[src/design/pse_pkg.sv]
// Shared types and constants for the postfix stack evaluator.
// Used by every module of the block but pse_ram; no dependencies of its own.
`default_nettype none

package pse_pkg;

   localparam int STACK_DEPTH = 64;
   localparam int ADDR_W      = $clog2(STACK_DEPTH);
   localparam int COUNT_W     = $clog2(STACK_DEPTH + 1);
   localparam int DATA_W      = 32;
   localparam int QUEUE_DEPTH = 2;
   localparam int QPTR_W      = (QUEUE_DEPTH > 1) ? $clog2(QUEUE_DEPTH) : 1;
   localparam int QFILL_W     = $clog2(QUEUE_DEPTH + 1);
   localparam int DIV_CNT_W   = $clog2(DATA_W + 1);

   localparam logic [7:0] SYM_PLUS  = 8'h2B;
   localparam logic [7:0] SYM_MINUS = 8'h2D;
   localparam logic [7:0] SYM_STAR  = 8'h2A;
   localparam logic [7:0] SYM_SLASH = 8'h2F;
   localparam logic [7:0] SYM_ZERO  = 8'd48;

   localparam logic [1:0] ERR_NONE    = 2'd0;
   localparam logic [1:0] ERR_UNDER   = 2'd1;
   localparam logic [1:0] ERR_OVER    = 2'd2;
   localparam logic [1:0] ERR_DIVZERO = 2'd3;

   typedef enum logic [2:0] {
      OP_PUSH,
      OP_ADD,
      OP_SUB,
      OP_MUL,
      OP_DIV
   } op_kind_type;

   typedef struct packed {
      logic [7:0] symbol;
      logic       last;
   } req_type;

   typedef struct packed {
      logic signed [DATA_W-1:0] value;
      logic [1:0]               error_code;
   } rsp_type;

   typedef struct packed {
      op_kind_type       kind;
      logic [DATA_W-1:0] imm;
      logic              last;
   } cmd_type;

   typedef struct packed {
      logic              start;
      logic [DATA_W-1:0] dividend;
      logic [DATA_W-1:0] divisor;
   } div_req_type;

   typedef struct packed {
      logic              done;
      logic [DATA_W-1:0] quotient;
   } div_rsp_type;

endpackage

`default_nettype wire

[src/design/pse_ram.sv]
// Generic single-write, single-read RAM with registered read data.
// No dependencies.
`default_nettype none

module pse_ram #(
   parameter int WIDTH = 32,
   parameter int DEPTH = 64
) (
   input  wire logic                     clock,
   input  wire logic                     wr_en,
   input  wire logic [$clog2(DEPTH)-1:0] wr_addr,
   input  wire logic [WIDTH-1:0]         wr_data,
   input  wire logic                     rd_en,
   input  wire logic [$clog2(DEPTH)-1:0] rd_addr,
   output logic      [WIDTH-1:0]         rd_data
);

   logic [WIDTH-1:0] mem_ff [DEPTH];
   logic [WIDTH-1:0] rd_data_ff;

   always_ff @(posedge clock) begin
      if (wr_en) begin
         mem_ff[wr_addr] <= wr_data;
      end
      if (rd_en) begin
         rd_data_ff <= mem_ff[rd_addr];
      end
   end

   assign rd_data = rd_data_ff;

endmodule

`default_nettype wire

[src/design/pse_div.sv]
// Radix-2 restoring signed divider, truncating toward zero, one bit per cycle.
// Depends on pse_pkg.
`default_nettype none

module pse_div (
   input  wire logic                 clock,
   input  wire logic                 reset,
   input  wire pse_pkg::div_req_type div_req,
   output pse_pkg::div_rsp_type      div_rsp
);

   logic                            busy_ff, busy_in;
   logic                            done_ff, done_in;
   logic [pse_pkg::DIV_CNT_W-1:0]   cnt_ff, cnt_in;
   logic                            neg_ff, neg_in;
   logic [pse_pkg::DATA_W-1:0]      dvs_ff, dvs_in;
   logic [pse_pkg::DATA_W-1:0]      rem_ff, rem_in;
   logic [pse_pkg::DATA_W-1:0]      quo_ff, quo_in;
   logic [pse_pkg::DATA_W-1:0]      mag_a, mag_b;
   logic [pse_pkg::DATA_W:0]        rem_sh, diff;

   assign mag_a  = div_req.dividend[pse_pkg::DATA_W-1] ? (~div_req.dividend + 1'b1)
                                                       : div_req.dividend;
   assign mag_b  = div_req.divisor[pse_pkg::DATA_W-1] ? (~div_req.divisor + 1'b1)
                                                      : div_req.divisor;
   assign rem_sh = {rem_ff, quo_ff[pse_pkg::DATA_W-1]};
   assign diff   = rem_sh - {1'b0, dvs_ff};

   always_comb begin
      busy_in = busy_ff;
      done_in = 1'b0;
      cnt_in  = cnt_ff;
      neg_in  = neg_ff;
      dvs_in  = dvs_ff;
      rem_in  = rem_ff;
      quo_in  = quo_ff;
      if (div_req.start) begin
         busy_in = 1'b1;
         cnt_in  = pse_pkg::DIV_CNT_W'(pse_pkg::DATA_W);
         neg_in  = div_req.dividend[pse_pkg::DATA_W-1] ^ div_req.divisor[pse_pkg::DATA_W-1];
         dvs_in  = mag_b;
         rem_in  = '0;
         quo_in  = mag_a;
      end else if (busy_ff) begin
         if (!diff[pse_pkg::DATA_W]) begin
            rem_in = diff[pse_pkg::DATA_W-1:0];
            quo_in = {quo_ff[pse_pkg::DATA_W-2:0], 1'b1};
         end else begin
            rem_in = rem_sh[pse_pkg::DATA_W-1:0];
            quo_in = {quo_ff[pse_pkg::DATA_W-2:0], 1'b0};
         end
         cnt_in = cnt_ff - 1'b1;
         if (cnt_ff == pse_pkg::DIV_CNT_W'(1)) begin
            busy_in = 1'b0;
            done_in = 1'b1;
         end
      end
   end

   always_ff @(posedge clock) begin
      if (reset) begin
         busy_ff <= 1'b0;
         done_ff <= 1'b0;
         cnt_ff  <= '0;
      end else begin
         busy_ff <= busy_in;
         done_ff <= done_in;
         cnt_ff  <= cnt_in;
      end
      neg_ff <= neg_in;
      dvs_ff <= dvs_in;
      rem_ff <= rem_in;
      quo_ff <= quo_in;
   end

   assign div_rsp.done     = done_ff;
   assign div_rsp.quotient = neg_ff ? (~quo_ff + 1'b1) : quo_ff;

endmodule

`default_nettype wire

[src/design/pse_front.sv]
// Front end: accepts characters, decodes operator or operand, and queues commands.
// Depends on pse_pkg.
`default_nettype none

module pse_front (
   input  wire logic             clock,
   input  wire logic             reset,
   input  wire logic             req_valid,
   output logic                  req_ready,
   input  wire pse_pkg::req_type req_data,
   output logic                  cmd_valid,
   input  wire logic             cmd_ready,
   output pse_pkg::cmd_type      cmd
);

   pse_pkg::cmd_type              queue_ff [pse_pkg::QUEUE_DEPTH];
   pse_pkg::cmd_type              cmd_in;
   logic [pse_pkg::QPTR_W-1:0]    wr_ptr_ff, wr_ptr_in;
   logic [pse_pkg::QPTR_W-1:0]    rd_ptr_ff, rd_ptr_in;
   logic [pse_pkg::QFILL_W-1:0]   fill_ff, fill_in;
   logic                          push, pop;

   always_comb begin
      case (req_data.symbol)
         pse_pkg::SYM_PLUS:  cmd_in.kind = pse_pkg::OP_ADD;
         pse_pkg::SYM_MINUS: cmd_in.kind = pse_pkg::OP_SUB;
         pse_pkg::SYM_STAR:  cmd_in.kind = pse_pkg::OP_MUL;
         pse_pkg::SYM_SLASH: cmd_in.kind = pse_pkg::OP_DIV;
         default:            cmd_in.kind = pse_pkg::OP_PUSH;
      endcase
      cmd_in.imm  = pse_pkg::DATA_W'(req_data.symbol) - pse_pkg::DATA_W'(pse_pkg::SYM_ZERO);
      cmd_in.last = req_data.last;
   end

   assign req_ready = (fill_ff != pse_pkg::QFILL_W'(pse_pkg::QUEUE_DEPTH));
   assign cmd_valid = (fill_ff != '0);
   assign cmd       = queue_ff[rd_ptr_ff];
   assign push      = req_valid && req_ready;
   assign pop       = cmd_valid && cmd_ready;

   always_comb begin
      wr_ptr_in = wr_ptr_ff;
      rd_ptr_in = rd_ptr_ff;
      fill_in   = fill_ff;
      if (push) begin
         wr_ptr_in = (wr_ptr_ff == pse_pkg::QPTR_W'(pse_pkg::QUEUE_DEPTH - 1)) ? '0
                                                                              : wr_ptr_ff + 1'b1;
      end
      if (pop) begin
         rd_ptr_in = (rd_ptr_ff == pse_pkg::QPTR_W'(pse_pkg::QUEUE_DEPTH - 1)) ? '0
                                                                              : rd_ptr_ff + 1'b1;
      end
      if (push && !pop) begin
         fill_in = fill_ff + 1'b1;
      end else if (pop && !push) begin
         fill_in = fill_ff - 1'b1;
      end
   end

   always_ff @(posedge clock) begin
      if (reset) begin
         wr_ptr_ff <= '0;
         rd_ptr_ff <= '0;
         fill_ff   <= '0;
      end else begin
         wr_ptr_ff <= wr_ptr_in;
         rd_ptr_ff <= rd_ptr_in;
         fill_ff   <= fill_in;
      end
      if (push) begin
         queue_ff[wr_ptr_ff] <= cmd_in;
      end
   end

endmodule

`default_nettype wire

[src/design/pse_back.sv]
// Back end: sequences stack pops, arithmetic and pushes, and emits final results.
// Depends on pse_pkg and pse_ram; drives the divider through structs.
`default_nettype none

module pse_back (
   input  wire logic                 clock,
   input  wire logic                 reset,
   input  wire logic                 cmd_valid,
   output logic                      cmd_ready,
   input  wire pse_pkg::cmd_type     cmd,
   output pse_pkg::div_req_type      div_req,
   input  wire pse_pkg::div_rsp_type div_rsp,
   output logic                      rsp_valid,
   input  wire logic                 rsp_ready,
   output pse_pkg::rsp_type          rsp_data
);

   typedef enum logic [2:0] {
      S_IDLE,
      S_POP_R,
      S_POP_L,
      S_EXEC,
      S_DIV_WAIT,
      S_PUSH,
      S_FINAL,
      S_EMIT
   } state_type;

   state_type                     state_ff, state_in;
   logic [pse_pkg::COUNT_W-1:0]   count_ff, count_in;
   logic [1:0]                    err_ff, err_in;
   pse_pkg::op_kind_type          kind_ff, kind_in;
   logic                          last_ff, last_in;
   logic                          rd_pend_ff, rd_pend_in;
   logic [pse_pkg::DATA_W-1:0]    right_ff, right_in;
   logic [pse_pkg::DATA_W-1:0]    result_ff, result_in;
   logic                          rsp_valid_ff, rsp_valid_in;
   pse_pkg::rsp_type              rsp_data_ff, rsp_data_in;

   logic                          wr_en, rd_en;
   logic [pse_pkg::ADDR_W-1:0]    wr_addr, rd_addr;
   logic [pse_pkg::DATA_W-1:0]    rd_data;
   logic [pse_pkg::COUNT_W-1:0]   count_dec;
   logic [pse_pkg::DATA_W-1:0]    popped;
   logic                          emit_go;

   pse_ram #(
      .WIDTH(pse_pkg::DATA_W),
      .DEPTH(pse_pkg::STACK_DEPTH)
   ) u_stack (
      .clock  (clock),
      .wr_en  (wr_en),
      .wr_addr(wr_addr),
      .wr_data(result_ff),
      .rd_en  (rd_en),
      .rd_addr(rd_addr),
      .rd_data(rd_data)
   );

   assign count_dec = count_ff - 1'b1;
   assign rd_addr   = count_dec[pse_pkg::ADDR_W-1:0];
   assign wr_addr   = count_ff[pse_pkg::ADDR_W-1:0];
   assign popped    = rd_pend_ff ? rd_data : '0;
   assign emit_go   = (state_ff == S_EMIT) && (!rsp_valid_ff || rsp_ready);
   assign cmd_ready = (state_ff == S_IDLE);

   always_comb begin
      state_in     = state_ff;
      count_in     = count_ff;
      err_in       = err_ff;
      kind_in      = kind_ff;
      last_in      = last_ff;
      rd_pend_in   = rd_pend_ff;
      right_in     = right_ff;
      result_in    = result_ff;
      rsp_valid_in = rsp_valid_ff && !rsp_ready;
      rsp_data_in  = rsp_data_ff;
      wr_en        = 1'b0;
      rd_en        = 1'b0;
      div_req.start    = 1'b0;
      div_req.dividend = popped;
      div_req.divisor  = right_ff;

      case (state_ff)
         S_IDLE: begin
            if (cmd_valid) begin
               kind_in   = cmd.kind;
               last_in   = cmd.last;
               result_in = cmd.imm;
               state_in  = (cmd.kind == pse_pkg::OP_PUSH) ? S_PUSH : S_POP_R;
            end
         end
         S_POP_R, S_POP_L, S_FINAL: begin
            if (state_ff == S_POP_L) begin
               right_in = popped;
            end
            if (count_ff == '0) begin
               rd_pend_in = 1'b0;
               if (err_ff == pse_pkg::ERR_NONE) begin
                  err_in = pse_pkg::ERR_UNDER;
               end
            end else begin
               rd_pend_in = 1'b1;
               rd_en      = 1'b1;
               count_in   = count_dec;
            end
            case (state_ff)
               S_POP_R: state_in = S_POP_L;
               S_POP_L: state_in = S_EXEC;
               default: state_in = S_EMIT;
            endcase
         end
         S_EXEC: begin
            state_in = S_PUSH;
            case (kind_ff)
               pse_pkg::OP_ADD: result_in = popped + right_ff;
               pse_pkg::OP_SUB: result_in = popped - right_ff;
               pse_pkg::OP_MUL: result_in = pse_pkg::DATA_W'(popped * right_ff);
               default: begin
                  if (right_ff == '0) begin
                     result_in = '0;
                     if (err_ff == pse_pkg::ERR_NONE) begin
                        err_in = pse_pkg::ERR_DIVZERO;
                     end
                  end else begin
                     div_req.start = 1'b1;
                     state_in      = S_DIV_WAIT;
                  end
               end
            endcase
         end
         S_DIV_WAIT: begin
            if (div_rsp.done) begin
               result_in = div_rsp.quotient;
               state_in  = S_PUSH;
            end
         end
         S_PUSH: begin
            if (count_ff >= pse_pkg::COUNT_W'(pse_pkg::STACK_DEPTH)) begin
               if (err_ff == pse_pkg::ERR_NONE) begin
                  err_in = pse_pkg::ERR_OVER;
               end
            end else begin
               wr_en    = 1'b1;
               count_in = count_ff + 1'b1;
            end
            state_in = last_ff ? S_FINAL : S_IDLE;
         end
         S_EMIT: begin
            if (emit_go) begin
               rsp_valid_in           = 1'b1;
               rsp_data_in.value      = popped;
               rsp_data_in.error_code = err_ff;
               count_in               = '0;
               err_in                 = pse_pkg::ERR_NONE;
               state_in               = S_IDLE;
            end
         end
         default: begin
            state_in = S_IDLE;
         end
      endcase
   end

   always_ff @(posedge clock) begin
      if (reset) begin
         state_ff     <= S_IDLE;
         count_ff     <= '0;
         err_ff       <= pse_pkg::ERR_NONE;
         rsp_valid_ff <= 1'b0;
         rd_pend_ff   <= 1'b0;
      end else begin
         state_ff     <= state_in;
         count_ff     <= count_in;
         err_ff       <= err_in;
         rsp_valid_ff <= rsp_valid_in;
         rd_pend_ff   <= rd_pend_in;
      end
      kind_ff     <= kind_in;
      last_ff     <= last_in;
      right_ff    <= right_in;
      result_ff   <= result_in;
      rsp_data_ff <= rsp_data_in;
   end

   assign rsp_valid = rsp_valid_ff;
   assign rsp_data  = rsp_data_ff;

`ifndef SYNTH
   a_count_bound: assert property (@(posedge clock) disable iff (reset)
      count_ff <= pse_pkg::COUNT_W'(pse_pkg::STACK_DEPTH))
      else $error("stack count beyond depth");

   a_emit_clears: assert property (@(posedge clock) disable iff (reset)
      emit_go |=> (rsp_valid_ff && count_ff == '0 && err_ff == pse_pkg::ERR_NONE))
      else $error("result emitted without clearing the stack");

   a_error_sticky: assert property (@(posedge clock) disable iff (reset)
      (err_ff != pse_pkg::ERR_NONE && state_ff != S_EMIT) |=> (err_ff == $past(err_ff)))
      else $error("sticky error changed within an expression");

   a_div_nonzero: assert property (@(posedge clock) disable iff (reset)
      div_req.start |=> (state_ff == S_DIV_WAIT && $past(div_req.divisor) != '0))
      else $error("divider started on a zero divisor");
`endif

endmodule

`default_nettype wire

[src/design/postfix_stack_evaluator.sv]
// Postfix expression evaluator: takes one character per request, returns one
// response with the final value and error code on the character marked last.
// In the back end a push passes S_IDLE and S_PUSH; + - * pop the right and
// left operands, execute and push, and / also waits on the 32-step radix-2
// divider unless the divisor is zero; the final pop and emit follow, plus any
// wait on rsp_ready. Stack reads go through the single read port of the stack
// memory, one operand per cycle. A two-entry command queue lets requests be
// taken while the back end works. The stack memory needs no clearing pass.
// Depends on pse_pkg, pse_front, pse_back, pse_div and pse_ram.
`default_nettype none

module postfix_stack_evaluator (
   input  wire logic             clock,
   input  wire logic             reset,
   input  wire logic             req_valid,
   output logic                  req_ready,
   input  wire pse_pkg::req_type req_data,
   output logic                  rsp_valid,
   input  wire logic             rsp_ready,
   output pse_pkg::rsp_type      rsp_data
);

   logic                 cmd_valid;
   logic                 cmd_ready;
   pse_pkg::cmd_type     cmd;
   pse_pkg::div_req_type div_req;
   pse_pkg::div_rsp_type div_rsp;

   pse_front u_front (
      .clock    (clock),
      .reset    (reset),
      .req_valid(req_valid),
      .req_ready(req_ready),
      .req_data (req_data),
      .cmd_valid(cmd_valid),
      .cmd_ready(cmd_ready),
      .cmd      (cmd)
   );

   pse_back u_back (
      .clock    (clock),
      .reset    (reset),
      .cmd_valid(cmd_valid),
      .cmd_ready(cmd_ready),
      .cmd      (cmd),
      .div_req  (div_req),
      .div_rsp  (div_rsp),
      .rsp_valid(rsp_valid),
      .rsp_ready(rsp_ready),
      .rsp_data (rsp_data)
   );

   pse_div u_div (
      .clock  (clock),
      .reset  (reset),
      .div_req(div_req),
      .div_rsp(div_rsp)
   );

endmodule

`default_nettype wire
[config.mk]
export PLATFORM = sky130hd
export DESIGN_NAME = postfix_stack_evaluator
export DESIGN_NICKNAME = d
export VERILOG_FILES = /design/src/design/pse_pkg.sv /design/src/design/pse_ram.sv /design/src/design/pse_div.sv /design/src/design/pse_front.sv /design/src/design/pse_back.sv /design/src/design/postfix_stack_evaluator.sv
export SDC_FILE = /design/constraint.sdc
export NUM_CORES = 2
export LEC_CHECK = 0
export BUFFER_PORTS_ARGS = -buffer_cell sky130_fd_sc_hd__buf_2
export CAP_MARGIN = 20
export CORE_MARGIN = 2
export CORE_UTILIZATION = 40
export CTS_BUF_LIST = sky130_fd_sc_hd__clkbuf_8 sky130_fd_sc_hd__clkbuf_16
export DETAILED_ROUTE_END_ITERATION = 12
export HOLD_SLACK_MARGIN = 0.05
export SLEW_MARGIN = 40
export SYNTH_ARGS = -nofsm -noshare
export SYNTH_HDL_FRONTEND = slang
export SYNTH_SLANG_ARGS = --single-unit
[constraint.sdc]
create_clock -name clock -period 8.68 [get_ports clock]
set_clock_uncertainty 0.05 [all_clocks]
set_input_delay 0.868 -clock clock [delete_from_list [all_inputs] [get_ports clock]]
set_output_delay 0.868 -clock clock [all_outputs]
set_load 0.02 [all_outputs]
==> results.rst <==
.. list-table::
   :header-rows: 1

   * - Metric
     - Value
   * - # IOs
     - between 40 and 50
   * - Clock insertion delay at the later pin of the skew report
     - 0.89 ns
   * - Path class of the lowest-slack min-delay path
     - primary input to flip-flop
   * - Synth Warn #
     - 0
   * - Routed wire length per instance
     - roughly 28 um
   * - Leading post-synthesis cells by instance count
     - sky130_fd_sc_hd__edfxtp_1 (2273), sky130_fd_sc_hd__mux4_2 (672), sky130_fd_sc_hd__inv_1 (453), sky130_fd_sc_hd__fa_1 (410), sky130_fd_sc_hd__nand2_1 (394)
   * - Fraction of the yosys area taken by sequential cells
     - a little over three fifths
   * - Final hold viol count
     - 0
   * - Placement Rows
     - between 150 and 200
   * - XOR/XNOR share of the synthesized area
     - about 2%
   * - Initial Utilization
     - between 40% and 50%
   * - I/O Buffers
     - 48
   * - Slew of the pin with the lowest slew margin
     - between 0.9 and 1 ns
   * - Most instantiated library cell after synthesis
     - sky130_fd_sc_hd__edfxtp_1
   * - Total core area
     - between 200000 and 300000 um2
   * - Unique cell type count in the Yosys netlist
     - just under 90
   * - Number of setup violations in the final report
     - 0
   * - Dominant combinational cell family by area after synthesis
     - multiplexers
   * - Top cells by area, synth
     - sky130_fd_sc_hd__edfxtp_1 (62%), sky130_fd_sc_hd__mux4_2 (14%), sky130_fd_sc_hd__fa_1 (7.4%)
   * - Final-layout setup total negative slack
     - 0 ns
   * - Post-Syn Area
     - between 100000 and 150000 um2
   * - Cell at the root of the clock tree
     - sky130_fd_sc_hd__clkbuf_16
   * - Routed Antenna Nets
     - 0
   * - Relative slew slack
     - 39.7%
   * - Inserted Clock Buffers
     - about 230
   * - Met3 Resource Use GR
     - approximately 3.1%
   * - Weighted congestion reported at the end of routability-driven placement
     - 0.898
   * - Multiplexer fraction of the synthesized cell area
     - approximately 14%
   * - Achievable clock frequency
     - 0.119 GHz
   * - Sort of element at the start of the critical path
     - flip-flop
   * - Ys flop type
     - sky130_fd_sc_hd__edfxtp_1
   * - Starting DRT DRC Count
     - slightly above 6000
   * - Layout net count
     - 7200
   * - Post-synth EDFFs
     - around 2300
   * - Clock buffer depth
     - 3
   * - Initial antenna violation count
     - 22
   * - Post-synth top area cell
     - sky130_fd_sc_hd__edfxtp_1
   * - Total number of H-tree levels
     - 4
   * - Overall global routing resource usage
     - 20.7%
   * - Routing layer with the top usage in global route
     - met2
   * - Met2 GRT Util
     - about a third
   * - Pre-CTS setup slack
     - between 0.15 and 0.2 ns
   * - Proportion of synthesized flip-flops having asynchronous set or reset
     - 0%
   * - Run status
     - completed
   * - Met1 usage in global routing
     - between 20 and 30%
   * - Avg Cell Area, Syn
     - roughly 17 um2
   * - Global route overflow
     - 0
   * - RSZ-0062 raised after global routing
     - false
   * - Share of post-route cells with drive strength above 1
     - 20.7%
   * - Final HPWL from detailed placement
     - ~180 mm
   * - Yosys top cell area share
     - between 60 and 70%
   * - Critical path startpoint
     - u_back.u_stack.rd_data[13]
   * - Die area
     - 280000 um2
   * - Detailed-route vias per instance
     - between 5 and 6
   * - Period utilization
     - 96.5%
   * - Max-cap violations
     - 0
   * - DRC violations left
     - 0
   * - Area growth from synthesis to layout
     - 12.4%
   * - Min setup slack post-route
     - approximately 0.31 ns
   * - CP Capture Type
     - flip-flop
   * - Period minus WS final
     - ~8.4 ns
   * - Critical Path Fanout Max
     - 13
   * - Die X
     - about 530 um
   * - Number of max-slew violations in the final report
     - 0
   * - TritonCTS clock tree
     - done
   * - Compound-Gate Fraction of Synth Area
     - 3.08%
   * - Reg clk slew, reported paths
     - roughly 0.060 ns
   * - Beginning of the worst hold path
     - req_data[0]
   * - Final WL
     - roughly 290 mm
   * - Hold_ws
     - about 0.22 ns
   * - Pin count of the biggest net entering global routing
     - 131
   * - Synth Register Bits
     - approximately 2300
   * - Req. time, crit path
     - roughly 9.2 ns
   * - Syn_nets
     - between 7000 and 8000
   * - Origin of the critical flop-to-flop path
     - u_back.u_stack.rd_data[13]
   * - Via count
     - between 50000 and 60000
   * - Static leakage
     - about 43 nW
   * - Sink count of the clock tree
     - 2332
   * - Cell area reported after detailed placement
     - 116000 um2
   * - First-pass detailed-route iteration total
     - 5
   * - WS Path Type
     - flip-flop to flip-flop
   * - Final design area excluding fillers
     - 124000 um2
   * - Endpoint arrival time on the critical path
     - between 8 and 9 ns
   * - Area share of and/or/nand/nor cells after synthesis
     - approximately 5.3%
   * - Share of synthesized cell area in full adder, half adder and majority cells
     - about 9.7%
   * - PwrDens
     - ~350 nW/um2
   * - Number of global-route vias before repair
     - 61100
   * - Vertical die dimension
     - ~530 um
   * - Wire length of the first global-routing pass
     - approximately 430 mm
   * - Worst IR Drop VDD
     - roughly 0.45 mV
   * - Syn Inst Count
     - between 6000 and 7000
[layer usage]
layer / up-vias / wire, um
li1: 25000 / -
met1: 31600 / 120000
met2: 2205 / 143000
met3: 431 / 19300
met4: 2 / 7660
met5: - / 13
[critical path, cell delays in order, from the launching register on]
cell and delay (ns):
sky130_fd_sc_hd__edfxtp_1 0.81, sky130_fd_sc_hd__and2_1 0.40, sky130_fd_sc_hd__nand2_1 0.12, sky130_fd_sc_hd__fa_1 0.50
sky130_fd_sc_hd__fa_1 0.54, sky130_fd_sc_hd__fa_1 0.56, sky130_fd_sc_hd__inv_1 0.05, sky130_fd_sc_hd__fa_1 0.42
sky130_fd_sc_hd__fa_1 0.50, sky130_fd_sc_hd__fa_1 0.65, sky130_fd_sc_hd__fa_1 0.48, sky130_fd_sc_hd__fa_1 0.47
sky130_fd_sc_hd__ha_1 0.40, sky130_fd_sc_hd__a21oi_1 0.23, sky130_fd_sc_hd__nand2_1 0.08, sky130_fd_sc_hd__o311ai_1 0.46
sky130_fd_sc_hd__nand2_1 0.14, sky130_fd_sc_hd__o211ai_1 0.29, sky130_fd_sc_hd__nand3_1 0.16, sky130_fd_sc_hd__a21o_1 0.20
sky130_fd_sc_hd__a21oi_1 0.17, sky130_fd_sc_hd__xnor2_1 0.10, sky130_fd_sc_hd__a221o_1 0.31
[registers in the layout (all words and copies together) (netlist names), named ones only]
register and cells:
u_div.neg_ff 1, u_back.rd_pend_ff 1, u_back.kind_ff 3, u_div.done_ff 1, u_div.busy_ff 1, u_back.count_ff 7, u_back.rsp_valid 1, u_back.state_ff 3
u_back.result_ff 32, u_div.quo_ff 32, u_div.cnt_ff 6, u_back.rsp_data 34, u_back.right_ff 32, u_front.fill_ff 2, u_back.err_ff 2, u_div.rem_ff 32
u_div.dvs_ff 32, u_front.wr_ptr_ff 1, u_back.last_ff 1, u_front.queue_ff 26, u_front.rd_ptr_ff 1, u_back.u_stack.mem_ff 2048, u_back.u_stack.rd_data 32
[per-stage QoR]
stage               utilization [%]  total power [mW]  std cells
floorplan                         -              26.6       6445
global placement               42.4              33.4      10000
detailed placement             42.4              33.6      10000
CTS                            45.2              43.7      10500
global route                   45.2              45.6      10500
finish                         45.3              43.6      10500
[final timing paths]
check,slack (ns),end,cells after the start
min reg2reg,0.43,u_back.rsp_data[0],0
max reg2reg,0.31,u_back.result_ff[31],22
min,0.22,u_front.queue_ff[0][0],1
max,0.31,u_back.result_ff[31],22
[report_power, final]
group	total (mW)	switching (mW)	internal, mW
clock network	9.85	4.33	5.52
logic	18.5	11.6	6.89
registers	15.2	0.672	14.5
total	43.6	16.6	26.9
[placed cells by master, fill, tap and decap left out, drive strengths merged, types with 9 or more instances in the layout]
| master | netlist | final |
|---|---|---|
| and3 | 318 | 318 |
| dfxtp | 59 | 59 |
| inv | 454 | 525 |
| nor2b | 15 | 15 |
| bufinv | 0 | 19 |
| o21ai | 155 | 155 |
| a22oi | 10 | 10 |
| clkbuf | 323 | 239 |
| nand3 | 39 | 39 |
| a221oi | 9 | 9 |
| a21oi | 126 | 126 |
| nand2 | 394 | 394 |
| xnor2 | 164 | 164 |
| nand4 | 12 | 12 |
| xor2 | 93 | 93 |
| or4 | 16 | 16 |
| a21o | 47 | 47 |
| nor3 | 38 | 38 |
| nor2 | 177 | 177 |
| clkinv | 1 | 100 |
| nor4 | 10 | 10 |
| buf | 66 | 288 |
| a31oi | 14 | 14 |
| fa | 410 | 410 |
| mux4 | 672 | 672 |
| o221ai | 17 | 17 |
| and2 | 40 | 40 |
| mux2i | 34 | 34 |
| o21bai | 10 | 10 |
| or3 | 34 | 34 |
| o31ai | 41 | 41 |
| edfxtp | 2273 | 2273 |
| ha | 197 | 197 |
| nand2b | 35 | 35 |
| a211oi | 15 | 15 |
| o21a | 17 | 17 |
[what timing repair did]
action	CTS	global route
setup buffers	0	1
resized for setup	0	3
endpoints found under the setup margin	0	6
hold buffers	0	0
[final cells by class]
class	count	area, um2
antenna	7	17.5
sequential	2332	69400
clock buffer	239	5950
clock inverter	197	1610
timing repair buffer	288	2340
fill	23500	150000
tap	3686	4610
inverter	455	1710
multi-input combinational	3269	38400
[cells by family after synthesis]
family	after synthesis
and+or+nand+nor	1161
AOI/OAI and AO/OA	531
xor gates and xnor gates	257
muxes	713
adders and majority gates	607
buffers and inverters	844
DFF	2332
Note: power is estimated with default switching activity, not from simulation.
